===== src/hw/rtl/dsdp_pkg.sv =====
`timescale 1ns / 1ps

package dsdp_pkg;

  localparam int NUM_DIODES    = 8;
  localparam int VECTOR_LENGTH = 16;
  localparam int DATA_WIDTH    = 32;

  localparam int ROWS      = 2 * NUM_DIODES;
  localparam int FRAC_BITS = 16;
  localparam int VALUE_W   = 32;
  localparam int STATUS_W  = 8;
  localparam int ELEM_W    = $clog2(VECTOR_LENGTH);
  localparam int ROW_W     = $clog2(ROWS);
  localparam int DIODE_W   = $clog2(STATUS_W);
  localparam int PROD_W    = 2 * VALUE_W;

  typedef enum logic {
    OP_LOAD   = 1'b0,
    OP_SAMPLE = 1'b1
  } op_e;

  // what a sample beat does to the running sums
  typedef enum logic [1:0] {
    MODE_HOLD    = 2'd0,
    MODE_RESTART = 2'd1,
    MODE_ADD     = 2'd2
  } mode_e;

  // beat travelling down the row chain
  typedef struct packed {
    logic                         valid;
    op_e                          op;
    logic [VALUE_W-1:0]           value;
    logic                         last;
    mode_e                        mode;
    logic [ELEM_W-1:0]            addr;
    logic [ROW_W-1:0]             row;
    logic signed [DATA_WIDTH-1:0] psum;
    logic [STATUS_W-1:0]          status;
  } beat_t;

endpackage


===== src/hw/rtl/dsdp_cell.sv =====
`timescale 1ns / 1ps

module dsdp_cell (
  input  logic                      clk_i,
  input  logic                      rst_ni,
  input  logic                      en_i,
  input  logic [dsdp_pkg::ROW_W-1:0] cell_idx_i,
  input  dsdp_pkg::beat_t           beat_i,
  output dsdp_pkg::beat_t           beat_o
);

  function automatic logic sum_positive(input logic signed [dsdp_pkg::DATA_WIDTH-1:0] s);
    sum_positive = !s[dsdp_pkg::DATA_WIDTH-1] && (s != '0);
  endfunction

  logic [dsdp_pkg::VALUE_W-1:0] mem_q [dsdp_pkg::VECTOR_LENGTH];
  logic [dsdp_pkg::VALUE_W-1:0] coef_q;
  logic [dsdp_pkg::ELEM_W-1:0]  fill_q, fill_d;

  dsdp_pkg::beat_t beat_a_q, beat_b_q, beat_c_q, beat_c_d;

  logic signed [dsdp_pkg::PROD_W-1:0]     prod_full, prod_shift;
  logic signed [dsdp_pkg::DATA_WIDTH-1:0] prod_q, prod_d;
  logic signed [dsdp_pkg::DATA_WIDTH-1:0] sum_q, sum_d;
  logic                                   on_q, next_on;
  logic                                   wr_en, odd_cell, sample_b;
  logic [dsdp_pkg::DIODE_W-1:0]           diode_idx;

  assign odd_cell  = cell_idx_i[0];
  assign diode_idx = dsdp_pkg::DIODE_W'(cell_idx_i >> 1);
  assign wr_en     = en_i && beat_i.valid && (beat_i.op == dsdp_pkg::OP_LOAD) &&
                     (beat_i.row == cell_idx_i);
  assign fill_d    = (fill_q == dsdp_pkg::ELEM_W'(dsdp_pkg::VECTOR_LENGTH - 1)) ?
                     '0 : fill_q + 1'b1;

  // coefficient row: write on load beats for this row, registered read per beat
  always_ff @(posedge clk_i) begin
    if (wr_en) begin
      mem_q[fill_q] <= beat_i.value;
    end
    if (en_i && beat_i.valid) begin
      coef_q <= mem_q[beat_i.addr];
    end
  end

  assign prod_full  = $signed(coef_q) * $signed(beat_a_q.value);
  assign prod_shift = prod_full >>> dsdp_pkg::FRAC_BITS;
  assign prod_d     = prod_shift[dsdp_pkg::DATA_WIDTH-1:0];

  assign sample_b = beat_b_q.valid && (beat_b_q.op == dsdp_pkg::OP_SAMPLE);

  always_comb begin
    case (beat_b_q.mode)
      dsdp_pkg::MODE_RESTART: sum_d = prod_q;
      dsdp_pkg::MODE_ADD:     sum_d = sum_q + prod_q;
      default:                sum_d = sum_q;
    endcase
  end

  // odd cell owns the diode: on uses its own row, off uses the even neighbor's
  assign next_on = on_q ? sum_positive(sum_d) : sum_positive(beat_b_q.psum);

  always_comb begin
    beat_c_d = beat_b_q;
    if (!odd_cell) begin
      beat_c_d.psum = sum_d;
    end else if (sample_b && beat_b_q.last) begin
      beat_c_d.status[diode_idx] = next_on;
    end
  end

  always_ff @(posedge clk_i or negedge rst_ni) begin
    if (!rst_ni) begin
      fill_q   <= '0;
      beat_a_q <= '0;
      beat_b_q <= '0;
      beat_c_q <= '0;
      sum_q    <= '0;
      on_q     <= 1'b0;
    end else if (en_i) begin
      if (wr_en) begin
        fill_q <= fill_d;
      end
      beat_a_q <= beat_i;
      beat_b_q <= beat_a_q;
      beat_c_q <= beat_c_d;
      if (sample_b) begin
        sum_q <= sum_d;
      end
      if (odd_cell && sample_b && beat_b_q.last) begin
        on_q <= next_on;
      end
    end
  end

  always_ff @(posedge clk_i) begin
    if (en_i) begin
      prod_q <= prod_d;
    end
  end

  assign beat_o = beat_c_q;

endmodule


===== config.mk =====
export PLATFORM = sky130hd
export DESIGN_NAME = dsdp_cell
export DESIGN_NICKNAME = d
export VERILOG_FILES = /design/src/hw/rtl/dsdp_pkg.sv /design/src/hw/rtl/dsdp_cell.sv
export SDC_FILE = /design/constraint.sdc
export NUM_CORES = 2
export LEC_CHECK = 0
export ABC_AREA = 1
export BUFFER_PORTS_ARGS = -buffer_cell sky130_fd_sc_hd__buf_2
export CORE_ASPECT_RATIO = 0.8
export CORE_MARGIN = 3
export CORE_UTILIZATION = 40
export CTS_BUF_LIST = sky130_fd_sc_hd__clkbuf_2
export CTS_CLUSTER_SIZE = 12
export DETAILED_ROUTE_END_ITERATION = 10
export PLACE_DENSITY_LB_ADDON = 0.08
export SLEW_MARGIN = 5
export SYNTH_ARGS = -nofsm -noshare
export SYNTH_HDL_FRONTEND = slang
export SYNTH_SLANG_ARGS = --single-unit

===== constraint.sdc =====
create_clock -name clk_i -period 6.9 [get_ports clk_i]
set_clock_uncertainty 0.2 [all_clocks]
set_input_delay 0.69 -clock clk_i [delete_from_list [all_inputs] [get_ports clk_i]]
set_output_delay 0.69 -clock clk_i [all_outputs]
set_load 0.005 [all_outputs]

# --- Yosys cells after proc, flatten, opt, wreduce, memory -nomap -nowiden ---
# Memory sizes are Yosys's and may differ from the RTL's. A register that Yosys moved wholly into a read port is not among the register bits.
# Index checks and enable logic that the tools add are counted.
op_classes:
  n_addsub: 2
  n_lt_le_gt_ge: 2
  n_reduce_logical: 17
  n_bitwise: 1
  muxes: 11
  n_eq_ne: 4
  mul: 1
ops:
  columns: ["operator", "count"]
  rows:
  - ["$pmux 32 s2", 1]
  - ["$reduce_bool 32->1", 2]
  - ["$mul 32x32->48", 1]
  - ["$add 32x32->32", 1]
  - ["$mux 32", 1]
  - ["$mux 8", 2]
  - ["$logic_and 1x1->1", 10]
  - ["$bwmux 8", 1]
  - ["$reduce_and 2->1", 3]
  - ["$add 4x1->4 const B", 1]
  - ["$eq 4x4->1", 1]
  - ["$eq 4x4->1 const B", 1]
  - ["$lt 3x4->1 const B", 1]
  - ["$mux 1", 4]
  - ["$mux 4", 1]
  - ["$demux 1 s3", 1]
  - ["$ge 3x1->1 const B", 1]
  - ["$eq 2x1->1 const B", 1]
  - ["$eq 2x2->1 const B", 1]
  - ["$logic_not 1->1", 2]
  - ["$not 1->1", 1]
word_totals:
  inputBits: 92
  regBits: 324
  memories: 1
  ram_bits: 512
  out_inout_bits: 85
memory_table:
  columns: ["name", "words", "width", "rd", "rd_clocked_by_memory_dff", "wr", "line_no", "text"]
  rows:
  - ["mem_q", 16, 32, 1, 1, 1, "dsdp_cell.sv:16", "logic [dsdp_pkg::VALUE_W-1:0] mem_q [dsdp_pkg::VECTOR_LENGTH];"]

# --- Logic depth before layout (Yosys ltp) ---
depth:
  ltp_word: 8
  depth_mapped: 32

# --- Least setup slack after synthesis ---
# Ideal clock, no wire load.
synth_timing:
  path_type: "reg-to-reg"
  from: "register coef_q[30] in the netlist's numbering, read port of mem_q"
  to: "register prod_q[30] in the netlist's numbering, data pin"
  path_buffers: 2
  arrival_ns: 6.537
  path_stages_with_launch: 28
  setup_slack_ns: -0.095
  period_less_slack_ns: 6.995
  path_cell_list: "edfxtp_1 -> clkbuf_1 -> clkbuf_1 -> nand2_1 -> fa_1 -> fa_1 -> inv_1 -> fa_1 -> inv_1 -> fa_1 -> inv_1 -> fa_1 -> fa_1 -> fa_1 -> inv_1 -> fa_1 -> inv_1 -> ha_1 -> nand2_1 -> nor2_1 -> inv_1 -> nor3_1 -> nand3_1 -> o21ai_1 -> nand2_1 -> o211ai_1 -> a21oi_1 -> xnor2_1"
synth_between:
  elab_chain_cells: 1
synth_rtl:
  columns: ["item", "line_no", "text"]
  rows:
  - ["start, declared", "dsdp_cell.sv:17", "logic [dsdp_pkg::VALUE_W-1:0] coef_q;"]
  - ["$mul 32x32->48", "dsdp_cell.sv:46", "assign prod_full = $signed(coef_q) * $signed(beat_a_q.value);"]
  - ["named net prod_full, one bit", "dsdp_cell.sv:22", "logic signed [dsdp_pkg::PROD_W-1:0] prod_full, prod_shift;"]
  - ["end signal, assigned", "dsdp_cell.sv:98", "prod_q <= prod_d;"]
  - ["end, declared", "dsdp_cell.sv:23", "logic signed [dsdp_pkg::DATA_WIDTH-1:0] prod_q, prod_d;"]
# The timed path passes the listed nets, and every way through them passes these cells.
# A chain may end at the register's enable or synchronous reset.

# --- Worst setup path in the final report ---
layout_timing:
  from: "register coef_q[6] in the netlist's numbering, read port of mem_q"
  to: "register prod_q[22] in the netlist's numbering, data pin"
# Same word-level chain as after synthesis.

==> flow_metrics.tcl <==
set metrics [dict create \
    cts.sinks 868 \
    yosysTopAreaCell "edfxtp_1" \
    yosysWarnings 0 \
    yosysMostFrequentCell "nand2_1" \
    worst_slack_ns -0.3213 \
    fillers 15740 \
    crit_path_start "coef_q[6]$_DFFE_PP_" \
    clk_latency_ns 1.75 \
    hpwl_um 153000 \
    postPlaceCellArea_um2 73250 \
    crit_arrival_ns 8.50 \
    finalHoldViolCount 0 \
    synth.area.top_cells "edfxtp_1, fa_1, dfrtp_1" \
    grt_use_total 0.2535 \
    synth_flop_cell "edfxtp_1" \
    ys_seq_area_frac 0.3694 \
    cts_buffers 220 \
    postSynthCellCount 7100 \
    dieArea_um2 171500 \
    cts.htree.levels 4 \
    vias 50120 \
    clkTransAtPathRegs_ns 0.11 \
    gr-total-overflow 0 \
    syn-num-nets 8231 \
    reg2reg_depth 26 \
    die_w_um 462.2 \
    port_buffers 176 \
    drv_slew 0 \
    place.gp.congestion 0.9150 \
    drive_gt1_frac 0.1611 \
    cap_violations 0 \
    die_h_um 371.0 \
    nets 9024 \
    cts_max_path_buffers 3 \
    coreArea_um2 164900 \
    wl_per_cell_um 20.72 \
    grt_max_degree 150 \
    seqCellArea_um2 24610 \
    synth_top_area_frac 0.2597 \
    drtIter0Drc 3908 \
    worstSetupStartpointType "flop" \
    cp_data_required_time_ns 8.17 \
    grt_pass1_vias 51980 \
    hold_class "flop to flop" \
    syn_area_um2 66610 \
    rows 133 \
    synth.avg_cell_area_um2 9.382 \
    cts_tree "done" \
    io_pins 177 \
    min_from "beat_a_q[38]$_DFFE_PN0P_" \
    r2r-start "coef_q[6]$_DFFE_PP_" \
    maxSlewHeadroom 0.1496 \
    status "complete, but fails checks" \
    crit_path_end_kind "flop" \
    async_reset_ff_frac 0.3364 \
    root_buffer "clkbuf_2" \
    worst-setup-path-type "flop to flop" \
    fmax_ghz 0.1385 \
    failed_checks "setup timing" \
    viasPerCell 4.865 \
    setup_viol 16 \
    min_period_over_period 1.047 \
    final_area_um2 79640 \
    fin_crit_ns 7.221 \
    timing.rr.end "prod_q[22]$_DFFE_PP_" \
    yosys-top-cells-count "nand2_1, inv_1, fa_1, edfxtp_1, o21ai_0" \
    cp_max_fo 7 \
    rsz0062_at_grt "yes" \
    drt.antenna.violating_nets 0 \
    r2r_slack_ns -0.32 \
    start_util 0.4039 \
    syn_to_final_growth_pct 19.56 \
    post-route-drc-count 0 \
    multi_input_area_um2 35720 \
    wl_um 213500 \
    synthDistinctLibCells 51 \
    endpoint "prod_q[22]$_DFFE_PP_" \
    antenna_found_initial 12 \
    synth-edff-count 576 \
    synth-seq-cells 868 \
    dr.pass1.iters 5 \
    grt_first_pass_wirelength_um 326900 \
    tightest_slew_ns 1.273 \
]
## per-layer routing
| layer | up-vias | track usage | wire length [µm] |
|---|---|---|---|
| met4 | 8 | 0.06707 | 5162 |
| li1 | 23360 | - | - |
| met2 | 1427 | 0.3842 | 94550 |
| met3 | 307 | 0.05038 | 13840 |
| met5 | - | 0 | 49 |
| met1 | 25020 | 0.3709 | 99870 |
## cell families (layout without fill, tap and decap cells)
kind of cell,Yosys count,in the layout,share of synthesized area
XOR/XNOR,78,78,0.01026
AO/OA/AOI/OAI,809,809,0.06764
flip-flops,868,868,0.3694
AND/OR/NAND/NOR,2231,2231,0.1330
multiplexers,128,128,0.01924
adder cells (fa/ha/maj),1039,1039,0.2897
other,0,10,0
buffers and inverters,1947,2912,0.1107
## cells in the final DEF (no fill, tap or decap), drive strengths merged
cell type / n
nor2: 138
nand3: 115
o21bai: 3
inv: 1585
a211oi: 2
nand4: 23
or2: 26
nor3: 12
o21ai: 357
a21boi: 1
a31oi: 3
nand3b: 2
xor2: 50
a22o: 2
dlygate4sd3: 282
edfxtp: 576
o211ai: 131
a41oi: 1
o21a: 17
bufinv: 2
mux2i: 128
xnor2: 28
o41ai: 1
clkinvlp: 2
o31ai: 2
and2: 6
dfrtp: 292
clkinv: 67
nand2: 1896
ha: 200
o221ai: 4
fa: 839
a21o: 2
nor4: 13
clkbuf: 320
buf: 654
o2111ai: 1
a21oi: 282
diode: 10
## state kept, by name, summed over array words and instances (netlist names)
signal and cells:
on_q 1, beat_o 85, prod_q 32, beat_b_q 85
fill_q 4, mem_q 512, sum_q 32, beat_a_q 85
coef_q 32
## critical path, cell delays in order, from the launching register on
cell	delay (ns)
edfxtp_1	0.48
buf_6	0.19
clkbuf_16	0.16
nand2_1	0.06
inv_1	0.05
fa_1	0.50
inv_1	0.05
fa_1	0.47
inv_1	0.05
fa_1	0.51
inv_1	0.07
fa_1	0.55
inv_1	0.09
fa_1	0.46
fa_1	0.51
fa_1	0.43
fa_1	0.55
ha_4	0.23
a21oi_2	0.23
o21a_1	0.18
o221ai_1	0.15
a21oi_2	0.17
o21ai_2	0.09
nand2_1	0.07
o211ai_1	0.15
buf_4	0.18
xor2_1	0.13
## what timing repair did
action | in CTS | in global routing
hold buffers | 285 | 0
gates resized for setup | 149 | 138
endpoints found under the setup margin | 26 | 30
hold endpoints to repair | 1106 | 0
pin swaps | 39 | 34
buffers inserted | 9 | 11
cloned | 1 | 1
## how the worst min path moves through the flow
stage	endpoint	slack, ns	cells past startpoint
3_5_place_dp	beat_o[83]$_DFFE_PN0P_	0.25	2
4_1_cts	beat_a_q[43]$_DFFE_PN0P_	0.008	5
2_1_floorplan	beat_a_q[0]$_DFFE_PN0P_	0.19	0
5_1_grt	fill_q[1]$_DFFE_PN0P_	0.13	6
3_3_place_gp	beat_o[83]$_DFFE_PN0P_	0.25	2
6_report	beat_b_q[38]$_DFFE_PN0P_	0.21	2
## final cells by class
cell class | count | share of cell area
sequential | 868 | 0.3090
clock buffer | 319 | 0.02005
inverter | 1581 | 0.07464
timing repair buffer | 937 | 0.1066
tap | 2227 | 0.03499
antenna | 10 | 0.0003142
clock inverter | 75 | 0.005860
multi-input combinational | 4285 | 0.4486
## metrics by stage
| stage | setup TNS [ns] | utilization | instances | hold slack [ns] | setup slack, ns |
|---|---|---|---|---|---|
| 2_1_floorplan | 0 | - | 7100 | 0.1944 | 0.0008904 |
| 3_3_place_gp | -4.023 | 0.4442 | 9591 | 0.2542 | -0.3750 |
| 3_5_place_dp | -4.669 | 0.4442 | 9591 | 0.2532 | -0.4175 |
| 4_1_cts | -2.003 | 0.4787 | 10280 | 0.007770 | -0.2215 |
| 5_1_grt | -6.965 | 0.4829 | 10300 | 0.1274 | -0.5190 |
| 6_report | -2.338 | 0.4829 | 10300 | 0.2132 | -0.3213 |
Power is left out: the tool's default activity adds up to more than one toggle a clock period on the data nets, which glitch-free logic cannot reach.
